$ cat src/dss_pkg.sv
// Shared types and constants for the disk seek scheduler.
// Used by dss_front, dss_back, dss_outq and disk_seek_scheduler.
package dss_pkg;

  localparam int MAX_REQUESTS = 32;
  localparam int CYL_W        = 16;
  localparam int IDX_W        = $clog2(MAX_REQUESTS);
  localparam int CNT_W        = $clog2(MAX_REQUESTS + 1);
  localparam int MOVE_W       = 22;
  localparam logic [MOVE_W-1:0] MOVE_MAX = {MOVE_W{1'b1}};
  localparam int SIZE_W       = 17;
  localparam int CFG_IDX_W    = 2;
  localparam int OQ_DEPTH     = 4;
  localparam int OQ_PTR_W     = $clog2(OQ_DEPTH);

  // policy codes
  localparam logic [2:0] MODE_FCFS       = 3'd0;
  localparam logic [2:0] MODE_SSTF       = 3'd1;
  localparam logic [2:0] MODE_SCAN_DOWN  = 3'd2;
  localparam logic [2:0] MODE_SCAN_UP    = 3'd3;
  localparam logic [2:0] MODE_CSCAN_DOWN = 3'd4;
  localparam logic [2:0] MODE_CSCAN_UP   = 3'd5;

  // register indexes
  localparam logic [CFG_IDX_W-1:0] CFG_POLICY = 2'd0;
  localparam logic [CFG_IDX_W-1:0] CFG_START  = 2'd1;
  localparam logic [CFG_IDX_W-1:0] CFG_DISK   = 2'd2;

  // sweep stages of the scan policies
  localparam logic [1:0] STG_FIRST  = 2'd0;
  localparam logic [1:0] STG_BND1   = 2'd1;
  localparam logic [1:0] STG_BND2   = 2'd2;
  localparam logic [1:0] STG_SECOND = 2'd3;

  typedef struct packed {
    logic [CYL_W-1:0] request_cylinder;
    logic             last_request;
  } req_t;

  typedef struct packed {
    logic [CYL_W-1:0]  position;
    logic              boundary_visit;
    logic [MOVE_W-1:0] movement_so_far;
    logic              last_result;
  } res_t;

  typedef struct packed {
    logic [2:0]        policy_mode;
    logic [CYL_W-1:0]  start_position;
    logic [SIZE_W-1:0] num_cyl;
  } cfg_t;

  // batch token from front to back
  typedef struct packed {
    logic             valid;
    logic [CNT_W-1:0] count;
  } batch_t;

  // back to front control
  typedef struct packed {
    logic             done;
    logic [IDX_W-1:0] rd_addr;
  } back_ctl_t;

  typedef enum logic [2:0] {
    ST_IDLE, ST_NEXT, ST_FETCH, ST_FWAIT, ST_SCAN, ST_EMIT, ST_DONE
  } back_state_t;

endpackage

$ cat src/dss_front.sv
// Front end: accepts request words, stores them, hands a batch token to the back.
// Depends on dss_pkg.
module dss_front (
  input  logic                clk,
  input  logic                rst,
  input  logic                in_valid,
  output logic                in_ready,
  input  dss_pkg::req_t       in_data,
  input  dss_pkg::back_ctl_t  ctl,
  output dss_pkg::batch_t     batch,
  output logic [dss_pkg::CYL_W-1:0] rd_data
);
  import dss_pkg::*;

  logic [CYL_W-1:0] store [MAX_REQUESTS];
  logic [CNT_W-1:0] count;
  logic             busy;
  logic             accept;

  assign in_ready = !busy;
  assign accept   = in_valid && in_ready;
  assign batch.valid = busy;
  assign batch.count = count;

  always_ff @(posedge clk) begin
    if (rst) begin
      count <= '0;
      busy  <= 1'b0;
    end else if (ctl.done) begin
      count <= '0;
      busy  <= 1'b0;
    end else if (accept) begin
      // drop requests once the store is full
      if (count < CNT_W'(MAX_REQUESTS)) begin
        count <= count + CNT_W'(1);
      end
      if (in_data.last_request) begin
        busy <= 1'b1;
      end
    end
  end

  always_ff @(posedge clk) begin
    if (accept && count < CNT_W'(MAX_REQUESTS)) begin
      store[count[IDX_W-1:0]] <= in_data.request_cylinder;
    end
    rd_data <= store[ctl.rd_addr];
  end

endmodule

$ cat src/dss_outq.sv
// Output queue: small FIFO of result words between the back end and the port.
// Depends on dss_pkg.
module dss_outq (
  input  logic          clk,
  input  logic          rst,
  input  logic          push,
  input  dss_pkg::res_t push_data,
  output logic          full,
  output logic          out_valid,
  input  logic          out_ready,
  output dss_pkg::res_t out_data
);
  import dss_pkg::*;

  res_t                 entry [OQ_DEPTH];
  logic [OQ_PTR_W-1:0]  wr_ptr;
  logic [OQ_PTR_W-1:0]  rd_ptr;
  logic [OQ_PTR_W:0]    fill;
  logic                 pop;

  assign full      = fill == (OQ_PTR_W+1)'(OQ_DEPTH);
  assign out_valid = fill != '0;
  assign out_data  = entry[rd_ptr];
  assign pop       = out_valid && out_ready;

  always_ff @(posedge clk) begin
    if (rst) begin
      wr_ptr <= '0;
      rd_ptr <= '0;
      fill   <= '0;
    end else begin
      if (push && !full) begin
        wr_ptr <= wr_ptr + OQ_PTR_W'(1);
      end
      if (pop) begin
        rd_ptr <= rd_ptr + OQ_PTR_W'(1);
      end
      case ({push && !full, pop})
        2'b10:   fill <= fill + (OQ_PTR_W+1)'(1);
        2'b01:   fill <= fill - (OQ_PTR_W+1)'(1);
        default: fill <= fill;
      endcase
    end
  end

  always_ff @(posedge clk) begin
    if (push && !full) begin
      entry[wr_ptr] <= push_data;
    end
  end

  a_no_push_full: assert property (@(posedge clk) disable iff (rst)
    !(push && full)) else $error("push into full output queue");
  a_fill_range: assert property (@(posedge clk) disable iff (rst)
    fill <= (OQ_PTR_W+1)'(OQ_DEPTH)) else $error("output queue fill out of range");
  a_pop_moves: assert property (@(posedge clk) disable iff (rst)
    pop && !push |=> fill == $past(fill) - (OQ_PTR_W+1)'(1))
    else $error("pop did not drop fill");

endmodule

$ cat src/dss_back.sv
// Back end: selects each next head position for the batch and pushes result words.
// Depends on dss_pkg; reads the request store through the front end's read port.
module dss_back (
  input  logic                      clk,
  input  logic                      rst,
  input  dss_pkg::cfg_t             cfg,
  input  dss_pkg::batch_t           batch,
  input  logic [dss_pkg::CYL_W-1:0] rd_data,
  output dss_pkg::back_ctl_t        ctl,
  output logic                      push,
  output dss_pkg::res_t             push_data,
  input  logic                      q_full
);
  import dss_pkg::*;

  back_state_t state, state_next;

  logic [2:0]          mode;
  logic [CYL_W-1:0]    head0;
  logic [CYL_W-1:0]    top_cyl;
  logic [CNT_W-1:0]    n;
  logic [CYL_W-1:0]    head;
  logic [MOVE_W-1:0]   total;
  logic [1:0]          stage;
  logic [MAX_REQUESTS-1:0] served;
  logic [CNT_W-1:0]    served_cnt;
  logic [CNT_W-1:0]    scan_idx;
  logic                rd_pend;
  logic [IDX_W-1:0]    rd_idx;
  logic                found;
  logic [CYL_W-1:0]    best_v;
  logic [IDX_W-1:0]    best_i;
  logic [CYL_W-1:0]    best_d;
  logic [CYL_W-1:0]    pos;
  logic                bnd;
  logic                lastf;

  logic fcfs_like, sstf, cscan, asc, cls_upper, eligible, better;
  logic scan_end, all_served;
  logic [CYL_W-1:0]  cand_d, move_d, bnd_pos;
  logic [MOVE_W:0]   sum;
  logic [MOVE_W-1:0] total_next;
  logic [SIZE_W-1:0] size_m1;

  assign sstf      = mode == MODE_SSTF;
  assign cscan     = mode == MODE_CSCAN_DOWN || mode == MODE_CSCAN_UP;
  assign fcfs_like = !(mode == MODE_SSTF || mode == MODE_SCAN_DOWN ||
                       mode == MODE_SCAN_UP || cscan);
  assign all_served = served_cnt == n;
  assign scan_end   = scan_idx == n && !rd_pend;

  // upward policies start on the upper side
  assign cls_upper = (stage == STG_FIRST) ? mode[0] : !mode[0];
  assign asc       = (stage == STG_FIRST) ? mode[0] :
                     (mode == MODE_SCAN_DOWN || mode == MODE_CSCAN_UP);

  assign cand_d = (rd_data > head) ? rd_data - head : head - rd_data;
  assign eligible = !served[rd_idx] &&
                    (sstf || (cls_upper ? rd_data >= head0 : rd_data < head0));
  always_comb begin
    if (!found) begin
      better = 1'b1;
    end else if (sstf) begin
      better = cand_d < best_d;
    end else if (asc) begin
      better = rd_data < best_v;
    end else begin
      better = rd_data > best_v;
    end
  end

  assign move_d     = (pos > head) ? pos - head : head - pos;
  assign sum        = {1'b0, total} + (MOVE_W+1)'(move_d);
  assign total_next = (sum > {1'b0, MOVE_MAX}) ? MOVE_MAX : sum[MOVE_W-1:0];
  assign bnd_pos    = (stage == STG_BND1) ? (mode[0] ? top_cyl : '0)
                                          : (mode[0] ? '0 : top_cyl);
  assign size_m1    = cfg.num_cyl - SIZE_W'(1);

  // next state
  always_comb begin
    state_next = state;
    case (state)
      ST_IDLE: begin
        if (batch.valid) state_next = ST_NEXT;
      end
      ST_NEXT: begin
        if (fcfs_like) begin
          state_next = all_served ? ST_DONE : ST_FETCH;
        end else if (sstf) begin
          state_next = all_served ? ST_DONE : ST_SCAN;
        end else begin
          case (stage)
            STG_FIRST:  state_next = all_served ? ST_NEXT : ST_SCAN;
            STG_SECOND: state_next = all_served ? ST_DONE : ST_SCAN;
            default:    state_next = ST_EMIT;
          endcase
        end
      end
      ST_FETCH: state_next = ST_FWAIT;
      ST_FWAIT: state_next = ST_EMIT;
      ST_SCAN: begin
        if (scan_end) state_next = found ? ST_EMIT : ST_NEXT;
      end
      ST_EMIT: begin
        if (!q_full) state_next = ST_NEXT;
      end
      ST_DONE: state_next = ST_IDLE;
      default: state_next = ST_IDLE;
    endcase
  end

  // outputs
  always_comb begin
    ctl.done    = state == ST_DONE;
    ctl.rd_addr = (state == ST_FETCH) ? served_cnt[IDX_W-1:0] : scan_idx[IDX_W-1:0];
    push        = state == ST_EMIT && !q_full;
    push_data.position        = pos;
    push_data.boundary_visit  = bnd;
    push_data.movement_so_far = total_next;
    push_data.last_result     = lastf;
  end

  always_ff @(posedge clk) begin
    if (rst) begin
      state <= ST_IDLE;
    end else begin
      state <= state_next;
    end
  end

  always_ff @(posedge clk) begin
    if (rst) begin
      served     <= '0;
      served_cnt <= '0;
      stage      <= STG_FIRST;
      rd_pend    <= 1'b0;
      found      <= 1'b0;
      scan_idx   <= '0;
      head       <= '0;
      total      <= '0;
    end else begin
      case (state)
        ST_IDLE: begin
          if (batch.valid) begin
            mode       <= cfg.policy_mode;
            head0      <= cfg.start_position;
            head       <= cfg.start_position;
            n          <= batch.count;
            total      <= '0;
            served     <= '0;
            served_cnt <= '0;
            stage      <= STG_FIRST;
            if (cfg.num_cyl == '0) begin
              top_cyl <= '0;
            end else if (size_m1 > SIZE_W'({CYL_W{1'b1}})) begin
              top_cyl <= {CYL_W{1'b1}};
            end else begin
              top_cyl <= size_m1[CYL_W-1:0];
            end
          end
        end
        ST_NEXT: begin
          scan_idx <= '0;
          rd_pend  <= 1'b0;
          found    <= 1'b0;
          if (!fcfs_like && !sstf) begin
            if (stage == STG_FIRST && all_served) begin
              stage <= STG_BND1;
            end else if (stage == STG_BND1 || stage == STG_BND2) begin
              pos   <= bnd_pos;
              bnd   <= 1'b1;
              lastf <= all_served && (stage == STG_BND2 || !cscan);
            end
          end
        end
        ST_FWAIT: begin
          pos   <= rd_data;
          bnd   <= 1'b0;
          lastf <= served_cnt + CNT_W'(1) == n;
        end
        ST_SCAN: begin
          // issue one read a cycle, judge the word from the previous one
          if (scan_idx != n) begin
            scan_idx <= scan_idx + CNT_W'(1);
            rd_idx   <= scan_idx[IDX_W-1:0];
          end
          rd_pend <= scan_idx != n;
          if (rd_pend && eligible && better) begin
            found  <= 1'b1;
            best_v <= rd_data;
            best_i <= rd_idx;
            best_d <= cand_d;
          end
          if (scan_end) begin
            if (found) begin
              pos   <= best_v;
              bnd   <= 1'b0;
              lastf <= served_cnt + CNT_W'(1) == n && (sstf || stage == STG_SECOND);
            end else begin
              stage <= STG_BND1;
            end
          end
        end
        ST_EMIT: begin
          if (!q_full) begin
            head  <= pos;
            total <= total_next;
            if (bnd) begin
              stage <= (stage == STG_BND1 && cscan) ? STG_BND2 : STG_SECOND;
            end else begin
              served_cnt <= served_cnt + CNT_W'(1);
              if (!fcfs_like) served[best_i] <= 1'b1;
            end
          end
        end
        default: begin
        end
      endcase
    end
  end

  a_cnt_le_n: assert property (@(posedge clk) disable iff (rst)
    state != ST_IDLE |-> served_cnt <= n) else $error("served count beyond batch");
  a_done_idle: assert property (@(posedge clk) disable iff (rst)
    state == ST_DONE |=> state == ST_IDLE) else $error("done not followed by idle");
  a_last_ends: assert property (@(posedge clk) disable iff (rst)
    push && push_data.last_result |=> state == ST_NEXT && (all_served || bnd))
    else $error("last result pushed with work left");

endmodule

$ cat src/disk_seek_scheduler.sv
// Disk seek scheduler top level: configuration registers and the three parts.
// Depends on dss_pkg, dss_front, dss_back, dss_outq.
//
// Usage: write policy_mode (index 0), start_position (1) and num_cyl (2)
// on the cfg channel while idle; cfg_ready is always high. Send request words
// on the in channel, the final one of a batch with last_request set. No result
// comes for a plain request; the closing word starts the scheduler, and in_ready
// stays low until every result of the batch has been produced.
// Results leave on the out channel in service order through a four-entry
// queue. FCFS fetches the requests from the store in arrival order; SSTF,
// SCAN and C-SCAN pick each result by sweeping all n stored requests of the
// batch through the single store read port, one entry per cycle. A boundary
// word follows a sweep that finds no candidate and the first sweep once it
// has served every request, and C-SCAN gives a second one for the other end.
// When the receiver stalls, the queue fills and the scheduler holds its word.
// Reset clears the queue, the batch count, the served marks and the config
// registers (policy FCFS, start 0, 65536 cylinders).
module disk_seek_scheduler (
  input  logic                          clk,
  input  logic                          rst,
  input  logic                          in_valid,
  output logic                          in_ready,
  input  dss_pkg::req_t                 in_data,
  output logic                          out_valid,
  input  logic                          out_ready,
  output dss_pkg::res_t                 out_data,
  input  logic                          cfg_valid,
  output logic                          cfg_ready,
  input  logic [dss_pkg::CFG_IDX_W-1:0] cfg_index,
  input  logic [dss_pkg::SIZE_W-1:0]    cfg_data
);
  import dss_pkg::*;

  cfg_t             cfg;
  batch_t           batch;
  back_ctl_t        ctl;
  logic [CYL_W-1:0] rd_data;
  logic             push;
  res_t             push_data;
  logic             q_full;

  assign cfg_ready = 1'b1;

  always_ff @(posedge clk) begin
    if (rst) begin
      cfg.policy_mode    <= MODE_FCFS;
      cfg.start_position <= '0;
      cfg.num_cyl        <= SIZE_W'(65536);
    end else if (cfg_valid) begin
      case (cfg_index)
        CFG_POLICY: cfg.policy_mode    <= cfg_data[2:0];
        CFG_START:  cfg.start_position <= cfg_data[CYL_W-1:0];
        CFG_DISK:   cfg.num_cyl        <= cfg_data;
        default: begin
        end
      endcase
    end
  end

  dss_front u_front (
    .clk      (clk),
    .rst      (rst),
    .in_valid (in_valid),
    .in_ready (in_ready),
    .in_data  (in_data),
    .ctl      (ctl),
    .batch    (batch),
    .rd_data  (rd_data)
  );

  dss_back u_back (
    .clk       (clk),
    .rst       (rst),
    .cfg       (cfg),
    .batch     (batch),
    .rd_data   (rd_data),
    .ctl       (ctl),
    .push      (push),
    .push_data (push_data),
    .q_full    (q_full)
  );

  dss_outq u_outq (
    .clk       (clk),
    .rst       (rst),
    .push      (push),
    .push_data (push_data),
    .full      (q_full),
    .out_valid (out_valid),
    .out_ready (out_ready),
    .out_data  (out_data)
  );

endmodule
$ cat config.mk
export PLATFORM = sky130hd
export DESIGN_NAME = disk_seek_scheduler
export DESIGN_NICKNAME = d
export VERILOG_FILES = /design/src/dss_pkg.sv /design/src/dss_front.sv /design/src/dss_outq.sv /design/src/dss_back.sv /design/src/disk_seek_scheduler.sv
export SDC_FILE = /design/constraint.sdc
export NUM_CORES = 1
export LEC_CHECK = 0
export ABC_CLOCK_PERIOD_IN_PS = 8500
export BUFFER_PORTS_ARGS = -buffer_cell sky130_fd_sc_hd__buf_4
export CAP_MARGIN = 15
export CORE_ASPECT_RATIO = 1.4
export CORE_MARGIN = 1.5
export CORE_UTILIZATION = 50
export DETAILED_ROUTE_END_ITERATION = 7
export HOLD_SLACK_MARGIN = 0.12
export PLACE_DENSITY = 0.63
export SLEW_MARGIN = 20
export SYNTH_ARGS = -nofsm -noshare
export SYNTH_HDL_FRONTEND = slang
export SYNTH_SLANG_ARGS = --single-unit
$ cat constraint.sdc
create_clock -name clk -period 8.5 [get_ports clk]
set_clock_uncertainty 0.2 [all_clocks]
set_input_delay 1.7 -clock clk [delete_from_list [all_inputs] [get_ports clk]]
set_output_delay 1.7 -clock clk [all_outputs]
set_load 0.01 [all_outputs]
==> summary.md <==
| Metric | Value |
|---|---|
| Initial antenna violation count | 6 |
| M2 GR Usage | 0.462 |
| Global route hottest layer | met2 |
| Die area | 84500 sq um |
| Crit path DAT | 6.62 ns |
| FFs w/ async S/R, synth | 0 |
| Synth top area cells | edfxtp_1, mux4_2, dfxtp_1 |
| Clock slew seen by the registers of the worst setup and hold paths | 0.06 ns |
| DIE WIDTH | 246 um |
| Worst slew pin tran | 1.07 ns |
| Final-report hold violation count | 0 |
| Synth top area share | 0.561 |
| Max incr delay on CP | 0.65 ns |
| First-pass GRT wire length | 159000 um |
| Setup violators final | 0 |
| Most common cell in the netlist | edfxtp_1 |
| Vias in the first global route | 25700 |
| CTS tree | done |
| Via density | 5.98 |
| Drt wl/cell | 25.4 um |
| Max-slew headroom | 0.269 |
| Port Buffers | 82 |
| Most common cell on crit path | ha_1 |
| Status | finished clean |
| Total GRT Usage | 0.254 |
| CTS buffer count | 88 |
| CTS Sinks | 930 |
| Mean Syn Cell Area | 14.0 sq um |
| Finished Cell Area | 46000 sq um |
| Hold buffer count at cts | 0 |
| Met1 Use GR | 0.296 |
| Share of post-route cells with drive strength above 1 | 0.164 |
| Area growth from synthesis to layout | 11.2% |
| Skew-Pair Late Insertion Delay | 0.66 ns |
| DP Area | 43100 sq um |
| DP HPWL | 69800 um |
| Most area-hungry cell type in the Yosys netlist | edfxtp_1 |
| Total global routing overflow | 0 |
| Die Y | 343 um |
| Commonest cells post-synth | edfxtp_1, nand2_1, nor2_1 |
| Gpl congestion | 1.03 |
| Max Cap Viol | 0 |
| Power Density | 284 nW/um^2 |
| Post-cts sizing count | 0 |
| Crit path max fanout | 32 |
| Pin count of the biggest net entering global routing | 129 |
| Pre-antenna DRT Iters | 6 |
| # IOs | 84 |
| Flops & latches, synth | 930 |
| Top_reg_cell synth | edfxtp_1 |
| F_max | 153 MHz |
| Post-Route WL | 105000 um |
| Maximum clock path buffer count | 3 |
| Tmin final | 6.52 ns |
| Fin. max-slew vios | 0 |
| Synth cell types | 88 |
| Synth warn | 0 |
| Routed Antenna Nets | 0 |
| Syn Std Cell Area | 41400 sq um |
| Post-synthesis sequential area ratio | 0.637 |
| CP required | 8.60 ns |
| RSZ-0062 raised after global routing | no |
| Slowest stage cell, crit path | a21oi_4 |
| Tcrit/Tclk final | 0.767 |
| Met3 Usage GRT | 0.0329 |
| Post-Syn Nets | 3139 |
| Detailed-route via count | 24800 |
| Post-CTS Setup Bufs | 0 |
| Clock root cell | clkbuf_16 |
| WS Path Type | register to register |
| Startpoint Class | register |
| DRT iter0 DRCs | 2282 |
| H-Tree Level Count | 3 |
| CP endpoint kind | register |
| Area of the core | 81800 sq um |
| Sum Neg Setup Slack | 0 ns |
| Final nets | 3204 |
| CP Cell Sequence | inv_1 -> ha_1 -> nand4_2 -> a211oi_2 -> o21ai_2 -> a21oi_4 -> nor2_1 -> nor4b_1 -> o32ai_2 -> xnor2_1 -> ha_1 -> nor2b_1 -> o21ai_0 -> o211ai_1 -> a21oi_1 -> nor3_1 -> a211oi_4 -> buf_4 |
| DRC violations left | 0 |
| Starting density of the core | 0.506 |
| LEAKAGE | 16.2 nW |
| Worst Hold Class | register to register |
| Cells after synthesis | 2947 |
| Worst VDD drop | 0.000195 V |
| Post-synth EDFFs | 773 |
| Row cnt | 124 |
-- cells in the final DEF, fill, tap and decap left out, types with 18 or more instances in the layout --
cell | synthesis | routed
edfxtp_1 | 773 | 773
nand2_1 | 357 | 357
nor2_1 | 201 | 185
mux4_2 | 178 | 178
a21oi_1 | 172 | 170
dfxtp_1 | 157 | 155
ha_1 | 145 | 145
inv_1 | 139 | 139
buf_4 | 17 | 119
nand3_1 | 108 | 108
clkbuf_16 | 0 | 89
o21ai_0 | 56 | 56
xnor2_1 | 49 | 49
xor2_1 | 38 | 38
a21o_1 | 34 | 34
nor3_1 | 29 | 29
clkbuf_1 | 82 | 23
nand4_1 | 20 | 20
nor2b_1 | 20 | 20
a31oi_1 | 20 | 20
mux2i_1 | 23 | 18
a311oi_1 | 18 | 18
-- cells by family (layout without fill, tap and decap cells) --
group,count (synthesis),in the layout,share of synthesized area
multiplexers,214,214,0.106
other,1,2,0.0000906
flip-flops,930,930,0.637
XOR/XNOR,87,87,0.0184
AO/OA/AOI/OAI,439,439,0.0697
buffers and inverters,286,422,0.0290
adder cells (fa/ha/maj),153,153,0.0472
AND/OR/NAND/NOR,837,837,0.0923
-- sequential cells by signal, indices dropped and copies added (netlist names), 16 cells and up, named ones only --
name / flops
u_back.pos: 16
u_back.head: 16
u_back.top_cyl: 16
u_back.head0: 16
u_back.total: 22
u_back.best_v: 16
cfg: 36
u_outq.entry: 160
u_front.store: 512
u_back.best_d: 16
u_back.served: 32
u_front.rd_data: 16
-- through the flow --
| step | setup WS (ns) | hold slack, ns | util | cells | power, mW |
|---|---|---|---|---|---|
| 4_1_cts | 2.07 | 0.235 | 0.563 | 4154 | 13.1 |
| 3_5_place_dp | 2.09 | 0.219 | 0.528 | 3993 | 9.17 |
| 6_report | 1.98 | 0.234 | 0.563 | 4155 | 13.0 |
| 3_3_place_gp | 2.16 | 0.213 | 0.527 | 3993 | 9.13 |
| 2_1_floorplan | 1.35 | 0.203 | - | 2947 | 8.08 |
| 5_1_grt | 1.68 | 0.243 | 0.563 | 4154 | 13.6 |
-- worst max-delay path: cells and delay by family, from the launching register on --
family          cells  cell delay, ns
compound gates      8            2.65
simple gates        5            1.16
xor+xnor            1            0.27
flops               1            0.46
fa+ha+maj           2            0.76
buf+inv             2            0.62
-- layout make-up --
type                       count  area [sq um]
antenna                        1          2.50
clock buffer                 115          2350
clock inverter                46           508
fill                        6549         35800
inverter                     140           526
multi-input combinational   1731         14000
sequential                   930         26400
tap                         1071          1340
timing repair buffer         121           933
-- routing by layer --
metal / part of all wire / vias up
met5: 0.00044 / -
met4: 0.045 / 6
met3: 0.049 / 211
met2: 0.54 / 750
met1: 0.37 / 12600
li1: - / 11200
-- worst paths after layout --
check,cells after the start,from,slack [ns],to
worst max-delay path,18,u_front.rd_data[13]$_DFF_P_,1.98,u_back.best_d[10]$_DFFE_PP_
worst min-delay path,0,cfg[34]$_SDFFE_PP0P_,0.23,u_back.mode[1]$_DFFE_PP_
worst max register to register,18,u_front.rd_data[13]$_DFF_P_,1.98,u_back.best_d[10]$_DFFE_PP_
worst min register to register,0,cfg[34]$_SDFFE_PP0P_,0.23,u_back.mode[1]$_DFFE_PP_
-- report_power, final --
group / internal (mW) / switching [mW]
combinational: 1.38 / 2.21
sequential: 5.31 / 0.189
clock: 2.24 / 1.72
total: 8.92 / 4.12
Power figures use the tool's default switching activity.
